[config.mk]
export PLATFORM = sky130hd
export DESIGN_NAME = websocket_frame_deframer_unit
export DESIGN_NICKNAME = d
export VERILOG_FILES = /design/src/sv/wsfd_pkg.sv /design/src/sv/websocket_frame_deframer_unit.sv
export SDC_FILE = /design/constraint.sdc
export NUM_CORES = 1
export LEC_CHECK = 0
export ABC_AREA = 1
export BUFFER_PORTS_ARGS = -buffer_cell sky130_fd_sc_hd__buf_4
export CAP_MARGIN = 20
export CORE_AREA = 2 2 197 199
export CTS_BUF_LIST = sky130_fd_sc_hd__clkbuf_2 sky130_fd_sc_hd__clkbuf_4 sky130_fd_sc_hd__clkbuf_8
export CTS_CLUSTER_DIAMETER = 40
export DETAILED_ROUTE_END_ITERATION = 10
export DIE_AREA = 0 0 199 201
export PLACE_DENSITY = 0.69
export REMOVE_ABC_BUFFERS = 1
export SLEW_MARGIN = 15
export SYNTH_ARGS = -nofsm -noshare
export SYNTH_HDL_FRONTEND = slang
export SYNTH_SLANG_ARGS = --single-unit
[constraint.sdc]
create_clock -name clk_i -period 2.85 [get_ports clk_i]
set_input_delay 0.57 -clock clk_i [delete_from_list [all_inputs] [get_ports clk_i]]
set_output_delay 0.57 -clock clk_i [all_outputs]
set_load 0.005 [all_outputs]
[src/sv/wsfd_pkg.sv]
// Package for the WebSocket frame deframer: widths, opcodes and length limits.
package wsfd_pkg;

  // Largest payload length the block carries, in bits (16 to 64)
  localparam int unsigned LENGTH_BITS = 64;

  // Saturation limit for a decoded length
  localparam logic [63:0] LEN_MAX = {64{1'b1}} >> (64 - LENGTH_BITS);

  // Field widths
  localparam int unsigned OPCODE_W = 4;
  localparam int unsigned PLEN_W   = 64;
  localparam int unsigned BYTE_W   = 8;
  localparam int unsigned KEY_W    = 32;
  localparam int unsigned HCNT_W   = 4;

  // Packed widths of the output tdata (fin, opcode, masked, length, byte, unsupported)
  localparam int unsigned OUT_FIELDS_W = 1 + OPCODE_W + 1 + PLEN_W + BYTE_W + 1;
  localparam int unsigned OUT_TDATA_W  = ((OUT_FIELDS_W + 7) / 8) * 8;

  // Header constants
  localparam logic [7:0] FIN_BIT     = 8'h80;
  localparam logic [7:0] MASK_BIT    = 8'h80;
  localparam logic [7:0] LEN7_MASK   = 8'h7F;
  localparam logic [7:0] OPCODE_MASK = 8'h0F;
  localparam logic [6:0] LEN7_EXT16  = 7'd126;
  localparam logic [6:0] LEN7_EXT64  = 7'd127;
  localparam logic [HCNT_W-1:0] EXT16_BYTES = 4'd2;
  localparam logic [HCNT_W-1:0] EXT64_BYTES = 4'd8;
  localparam logic [HCNT_W-1:0] KEY_BYTES   = 4'd4;

  // Supported opcodes
  localparam logic [OPCODE_W-1:0] OP_TEXT   = 4'h1;
  localparam logic [OPCODE_W-1:0] OP_BINARY = 4'h2;
  localparam logic [OPCODE_W-1:0] OP_CLOSE  = 4'h8;
  localparam logic [OPCODE_W-1:0] OP_PING   = 4'h9;

  // Result kinds
  localparam logic KIND_HEADER  = 1'b0;
  localparam logic KIND_PAYLOAD = 1'b1;

  // Opcode outside text, binary, close and ping
  function automatic logic is_unsupported(input logic [OPCODE_W-1:0] op);
    logic res;
    case (op)
      OP_TEXT, OP_BINARY, OP_CLOSE, OP_PING: res = 1'b0;
      default:                               res = 1'b1;
    endcase
    return res;
  endfunction

  // Clamp a decoded length to the configured length width
  function automatic logic [PLEN_W-1:0] sat_len(input logic [PLEN_W-1:0] len);
    logic [PLEN_W-1:0] res;
    res = ((len & ~LEN_MAX) != '0) ? LEN_MAX : len;
    return res;
  endfunction

endpackage

[src/sv/websocket_frame_deframer_unit.sv]
// WebSocket frame deframer: header parsing and payload unmasking, one byte per cycle unless stalled.
//
// Usage:
//   s_axis_* carries received stream bytes, one per transfer, frames back to back.
//   m_axis_* carries results. tuser is the kind: 0 for the header result, given
//   on the byte that completes the header; 1 for a payload byte, unmasked with the
//   rotating key byte. tlast marks the final result of a frame (the header result
//   when the payload is empty). Header bytes other than the last one give nothing.
//   Path: an accepted byte is held in the input register; its result is then
//   loaded into the output register, which drives m_axis_*.
//   Throughput: one byte per cycle unless stalled. The only path per byte is the
//   header/payload step between the input register and the output register
//   (a 64-bit length shift or decrement and compare).
//   Stall: when m_axis_tready is low with a result waiting, the input register
//   still takes one more byte; s_axis_tready drops once both registers are full.
//   Reset (rst_ni low, asynchronous) empties both registers and returns the
//   parser to the first header byte with all frame state cleared.
//   Lengths above the configured length width saturate; RSV bits are ignored.
module websocket_frame_deframer_unit (
  input  logic        clk_i,
  input  logic        rst_ni,
  // Input stream
  input  logic        s_axis_tvalid_i,
  output logic        s_axis_tready_o,
  input  logic [7:0]  s_axis_tdata_i,   // [7:0] data_byte
  // Result stream
  output logic        m_axis_tvalid_o,
  input  logic        m_axis_tready_i,
  // [0] fin, [4:1] opcode, [5] masked, [69:6] payload_length,
  // [77:70] payload_byte, [78] unsupported, [79] zero
  output logic [wsfd_pkg::OUT_TDATA_W-1:0] m_axis_tdata_o,
  output logic        m_axis_tuser_o,   // [0] kind
  output logic        m_axis_tlast_o    // last
);

  typedef enum logic [2:0] {
    PH_B0,
    PH_B1,
    PH_EXT,
    PH_KEY,
    PH_PAY
  } phase_e;

  // Input register
  logic       in_valid_q;
  logic [7:0] in_byte_q;

  // Parser state
  phase_e                              phase_q, phase_d;
  logic [wsfd_pkg::HCNT_W-1:0]         hcnt_q, hcnt_d;
  logic                                fin_q, fin_d;
  logic [wsfd_pkg::OPCODE_W-1:0]       opcode_q, opcode_d;
  logic                                mask_q, mask_d;
  logic [wsfd_pkg::PLEN_W-1:0]         len_q, len_d;
  logic [wsfd_pkg::KEY_W-1:0]          key_q, key_d;
  logic [wsfd_pkg::PLEN_W-1:0]         left_q, left_d;
  logic [1:0]                          kidx_q, kidx_d;

  // Output register
  logic                                out_valid_q;
  logic                                out_kind_q, out_last_q;
  logic                                out_fin_q, out_mask_q, out_unsup_q;
  logic [wsfd_pkg::OPCODE_W-1:0]       out_opcode_q;
  logic [wsfd_pkg::PLEN_W-1:0]         out_len_q;
  logic [wsfd_pkg::BYTE_W-1:0]         out_byte_q;

  // Step results
  logic                                res_valid;
  logic                                res_kind;
  logic                                res_last;
  logic [wsfd_pkg::BYTE_W-1:0]         res_byte;
  logic                                advance;
  logic                                step;
  logic [wsfd_pkg::PLEN_W-1:0]         fin_len;
  logic [wsfd_pkg::BYTE_W-1:0]         key_byte;
  logic [wsfd_pkg::HCNT_W-1:0]         hcnt_dec;
  logic [6:0]                          len7;

  // Handshake: the output register frees or drains, the input register follows
  assign advance         = !out_valid_q || m_axis_tready_i;
  assign step            = in_valid_q && advance;
  assign s_axis_tready_o = !in_valid_q || advance;

  assign len7     = in_byte_q[6:0];
  assign hcnt_dec = (hcnt_q != '0) ? hcnt_q - 4'd1 : hcnt_q;

  // Key byte for the current payload position, first key byte in the top bits
  always_comb begin
    case (kidx_q)
      2'd0:    key_byte = key_q[31:24];
      2'd1:    key_byte = key_q[23:16];
      2'd2:    key_byte = key_q[15:8];
      default: key_byte = key_q[7:0];
    endcase
  end

  // One parser step per byte
  always_comb begin
    phase_d   = phase_q;
    hcnt_d    = hcnt_q;
    fin_d     = fin_q;
    opcode_d  = opcode_q;
    mask_d    = mask_q;
    len_d     = len_q;
    key_d     = key_q;
    left_d    = left_q;
    kidx_d    = kidx_q;
    res_valid = 1'b0;
    res_kind  = wsfd_pkg::KIND_HEADER;
    res_last  = 1'b0;
    res_byte  = '0;
    fin_len   = len_q;

    unique case (phase_q)
      PH_B0: begin
        fin_d    = (in_byte_q & wsfd_pkg::FIN_BIT) != '0;
        opcode_d = in_byte_q[wsfd_pkg::OPCODE_W-1:0];
        mask_d   = 1'b0;
        key_d    = '0;
        len_d    = '0;
        phase_d  = PH_B1;
      end
      PH_B1: begin
        mask_d = (in_byte_q & wsfd_pkg::MASK_BIT) != '0;
        len_d  = '0;
        if (len7 == wsfd_pkg::LEN7_EXT16 || len7 == wsfd_pkg::LEN7_EXT64) begin
          hcnt_d  = (len7 == wsfd_pkg::LEN7_EXT16) ? wsfd_pkg::EXT16_BYTES
                                                   : wsfd_pkg::EXT64_BYTES;
          phase_d = PH_EXT;
        end else if (mask_d) begin
          len_d   = {{(wsfd_pkg::PLEN_W-7){1'b0}}, len7};
          hcnt_d  = wsfd_pkg::KEY_BYTES;
          phase_d = PH_KEY;
        end else begin
          fin_len   = wsfd_pkg::sat_len({{(wsfd_pkg::PLEN_W-7){1'b0}}, len7});
          res_valid = 1'b1;
        end
      end
      PH_EXT: begin
        len_d  = {len_q[wsfd_pkg::PLEN_W-9:0], in_byte_q};
        hcnt_d = hcnt_dec;
        if (hcnt_dec == '0) begin
          if (mask_q) begin
            hcnt_d  = wsfd_pkg::KEY_BYTES;
            phase_d = PH_KEY;
          end else begin
            fin_len   = wsfd_pkg::sat_len(len_d);
            res_valid = 1'b1;
          end
        end
      end
      PH_KEY: begin
        key_d  = {key_q[wsfd_pkg::KEY_W-9:0], in_byte_q};
        hcnt_d = hcnt_dec;
        if (hcnt_dec == '0) begin
          fin_len   = wsfd_pkg::sat_len(len_q);
          res_valid = 1'b1;
        end
      end
      PH_PAY: begin
        kidx_d    = kidx_q + 2'd1;
        left_d    = (left_q != '0) ? left_q - 64'd1 : left_q;
        res_valid = 1'b1;
        res_kind  = wsfd_pkg::KIND_PAYLOAD;
        res_byte  = in_byte_q ^ key_byte;
        res_last  = (left_d == '0);
        if (res_last) begin
          phase_d = PH_B0;
        end
      end
      default: begin
        phase_d = PH_B0;
      end
    endcase

    // Header completion: load the payload counters and pick the next phase
    if (res_valid && res_kind == wsfd_pkg::KIND_HEADER) begin
      len_d    = fin_len;
      left_d   = fin_len;
      kidx_d   = '0;
      hcnt_d   = '0;
      res_last = (fin_len == '0);
      phase_d  = res_last ? PH_B0 : PH_PAY;
    end
  end

  // Input register
  always_ff @(posedge clk_i or negedge rst_ni) begin
    if (!rst_ni) begin
      in_valid_q <= 1'b0;
      in_byte_q  <= '0;
    end else if (s_axis_tready_o) begin
      in_valid_q <= s_axis_tvalid_i;
      if (s_axis_tvalid_i) begin
        in_byte_q <= s_axis_tdata_i;
      end
    end
  end

  // Parser state and output register
  always_ff @(posedge clk_i or negedge rst_ni) begin
    if (!rst_ni) begin
      phase_q      <= PH_B0;
      hcnt_q       <= '0;
      fin_q        <= 1'b0;
      opcode_q     <= '0;
      mask_q       <= 1'b0;
      len_q        <= '0;
      key_q        <= '0;
      left_q       <= '0;
      kidx_q       <= '0;
      out_valid_q  <= 1'b0;
      out_kind_q   <= 1'b0;
      out_last_q   <= 1'b0;
      out_fin_q    <= 1'b0;
      out_opcode_q <= '0;
      out_mask_q   <= 1'b0;
      out_len_q    <= '0;
      out_byte_q   <= '0;
      out_unsup_q  <= 1'b0;
    end else begin
      if (step) begin
        phase_q  <= phase_d;
        hcnt_q   <= hcnt_d;
        fin_q    <= fin_d;
        opcode_q <= opcode_d;
        mask_q   <= mask_d;
        len_q    <= len_d;
        key_q    <= key_d;
        left_q   <= left_d;
        kidx_q   <= kidx_d;
      end
      if (advance) begin
        out_valid_q <= step && res_valid;
      end
      if (step && res_valid) begin
        out_kind_q   <= res_kind;
        out_last_q   <= res_last;
        out_fin_q    <= fin_d;
        out_opcode_q <= opcode_d;
        out_mask_q   <= mask_d;
        out_len_q    <= len_d;
        out_byte_q   <= res_byte;
        out_unsup_q  <= wsfd_pkg::is_unsupported(opcode_d);
      end
    end
  end

  assign m_axis_tvalid_o = out_valid_q;
  assign m_axis_tuser_o  = out_kind_q;
  assign m_axis_tlast_o  = out_last_q;
  assign m_axis_tdata_o  = {{(wsfd_pkg::OUT_TDATA_W - wsfd_pkg::OUT_FIELDS_W){1'b0}},
                            out_unsup_q, out_byte_q, out_len_q,
                            out_mask_q, out_opcode_q, out_fin_q};

endmodule

==> impl_metrics.yaml <==
synthesis:
  syn-cell-area_um2: 16800
  yosys_warnings: 0
  synth_top_area_share_pct: 39.6
  yosysTopAreaCell: "dfrtp_1"
  syn_inst: 2543
  synth_top_family_by_area: "simple AND/OR/NAND/NOR gates"
  avgSynthCellArea_um2: 6.61
  synth_enable_flop_cells: 0
  muxShareOfSynthArea_pct: 0
  synth-main-ff-cell: "dfrtp_1"
  synthArstFlopShare_pct: 100
  synth_xor_area_share_pct: 1.09
  synth-simple-area-share_pct: 34.9
  ys_types: 39
  ys_ff_latch: 266
  synth_compound_area_share_pct: 15.2
  synth_area_leaders: "dfrtp_1 40%, nand2_1 18%, nor2_1 8.6%"
  synthAdderAreaFrac_pct: 0.521
  seq_area_frac_synth_pct: 39.6
cells_and_area:
  fin_area_um2: 20600
  area_delta_synth_final_pct: 22.6
  fillers: 3706
  diodes: 0
  final_common_cell: "nand2_1"
  final_cell_mix: "792 x nand2_1, 324 x nor2_1, 269 x o21ai_0"
  fin_nets: 2747
  stdcell_count: 3283
  post-route-util_pct: 54.0
  drive_above_1_share_pct: 17.1
setup_path:
  worst-path-max-fanout: 11
  start_kind: "flop"
  reg2regPathDepth: 22
  critPathCaptureType: "flop"
  worstReg2RegEnd: "phase_q[2]$_DFFE_PN0P_"
  cp.arrival_ns: 3.23
  worstPathRequired_ns: 3.37
  rrSetupSlack_ns: 0.13
  r2r_start: "hcnt_q[1]$_DFFE_PN0P_"
  crit_type: "flop to flop"
grt:
  grt-ovfl-total: 0
  grt_max_degree: 87
  antenna_found_initial: 0
  grt_pass1_vias: 17100
  grt_usage_pct: 29.9
  grt_pass1_wl_um: 93400
drt:
  wirelength_um: 60000
  dr.pass1.iters: 6
  wire_per_inst_um: 18.3
  drt_first_iter_violations: 1540
  antenna_left: 0
  viasPerCell: 5.51
  drc: 0
  route.vias.total: 18100
sta:
  setup_violations: 0
  clock.fmax_mhz: 368
  min_period_over_period_pct: 95.3
  holdWs_ns: 0.195
  final_max_slew_viol_count: 0
  layout_setup_ws_ns: 0.134
  tightest_slew_ns: 0.951
  finalHoldViolations: 0
  period_needed_ns: 2.72
  relSlewSlack_pct: 36.3
  skew_ns: 0.0193
  timing.setup.tns_ns: 0
placed_design:
  hpwl_um: 43000
  pre_cts_slack_ns: 0.0125
  placed_area_um2: 18900
  dpl.cell_count: 3184
  port_buffers: 94
  gp_congestion: 0.976
die:
  start_util_pct: 44.1
  fp-row-count: 72
  core_area_um2: 38100
  io-pin-count: 96
  die-height_um: 201
  die_area_um2: 40000
  die_w_um: 199
clock_network:
  clk_pin_slew_worst_paths_ns: 0.06
  clock_latency_ns: 0.63
  h-tree-depth: 2
  cts_sinks: 266
  root_buffer: "clkbuf_8"
  cts_buffers: 52
  cts_tree: "done"
  cts_buffer_depth: 3
min_path:
  hold_path_end: "in_byte_q[1]$_DFFE_PN0P_"
  min_path_cells: 3
  hold_path_class: "input pin to flop"
  hold_start: "s_axis_tdata_i[1]"
pwr:
  peakVddDrop_uv: 652
  power.density_nw_per_um2: 949
  total_power_mw: 19.5
  leakagePower_nw: 9.84
status:
  outcome: "completed"
job:
  drv_cap: 0
[synthesized netlist by cell type (5+ instances only)]
cell and count:
nor3_1 8, buf_2 46, a21oi_1 35, a22oi_1 19
clkbuf_1 62, buf_4 12, nand3_1 194, ha_1 7
nand3b_1 19, or2_2 7, nand2_1 800, a31oi_1 46
dfrtp_1 266, buf_1 11, o21ai_0 270, nand2_2 5
a32o_1 7, o22ai_1 55, inv_1 209, a32oi_1 7
o22a_1 8, inv_2 5, nor2_1 387, nand4_1 8
nor2_2 8, xor2_1 21
[final cells by class]
| cell class | instances | area, um^2 | area share, % |
|---|---|---|---|
| tap | 518 | 648 | 3.15 |
| inverter | 216 | 817 | 3.97 |
| multi-input combinational | 1926 | 8980 | 43.6 |
| sequential | 266 | 6660 | 32.4 |
| clock buffer | 66 | 871 | 4.23 |
| clock inverter | 25 | 347 | 1.68 |
| timing repair buffer | 266 | 2260 | 11.0 |
[sequential cells by signal, summed over array words and instances (netlist names), 2 cells and up]
signal,count
len_q,64
left_q,64
opcode_q,4
in_byte_q,8
hcnt_q,4
kidx_q,2
out_len_q,64
key_q,32
out_opcode_q,4
out_byte_q,8
phase_q,3
[worst max-delay path, cell delays in order, from the launching register on]
cell and delay, ns:
dfrtp_1 0.38, inv_1 0.13, ha_4 0.18, inv_2 0.04
nand2_1 0.05, nand2_1 0.08, nand2_2 0.10, nand3_4 0.10
nor2_8 0.16, nand2_4 0.09, nand2_8 0.11, buf_12 0.17
nand2_1 0.08, nand2_1 0.06, nand2_1 0.09, nor2_1 0.15
nand2_1 0.07, nor2_1 0.13, nand2_1 0.14, nor2_1 0.13
nor2_1 0.05, nand3_1 0.07, nand2_1 0.05
[cells by family (layout without fill, tap and decap cells)]
logic type	Yosys count	in the layout
DFF	266	266
AOI/OAI and AO/OA	456	456
buffers and inverters	351	573
xor gates and xnor gates	21	21
and+or+nand+nor	1441	1441
other	1	1
adders and majority gates	7	7
[report_power, final]
group	internal, mW	switching [mW]	leakage [nW]
sequential	4.74	0.802	3.45
clock	2.74	1.80	0.630
combinational	3.35	6.10	5.76
[metal layers]
layer | vias up | wire length, um | GRT usage [%]
met5 | - | 0 | 0
met3 | 127 | 4760 | 4.52
li1 | 8632 | - | -
met4 | 0 | 2220 | 11.9
met2 | 743 | 26700 | 45.4
met1 | 8587 | 26300 | 42.8
[repair_timing]
item	CTS	global route
gates resized for setup	1	104
endpoints found under the hold margin	74	0
setup buffers	0	5
cloned	0	3
endpoints found under the setup margin	3	85
pin swaps	0	9
hold buffers	1	0
[worst max-delay path by stage]
stage | start | end | slack (ns)
floorplan | hcnt_q[0]$_DFFE_PN0P_ | left_q[10]$_DFFE_PN0P_ | -5.10
global placement | left_q[19]$_DFFE_PN0P_ | phase_q[2]$_DFFE_PN0P_ | -0.009
detailed placement | left_q[0]$_DFFE_PN0P_ | phase_q[1]$_DFFE_PN0P_ | 0.01
CTS | left_q[19]$_DFFE_PN0P_ | phase_q[2]$_DFFE_PN0P_ | 0.005
global route | left_q[10]$_DFFE_PN0P_ | phase_q[0]$_DFFE_PN0P_ | -0.06
finish | hcnt_q[1]$_DFFE_PN0P_ | phase_q[2]$_DFFE_PN0P_ | 0.13
(Power assumes the default switching activity.)
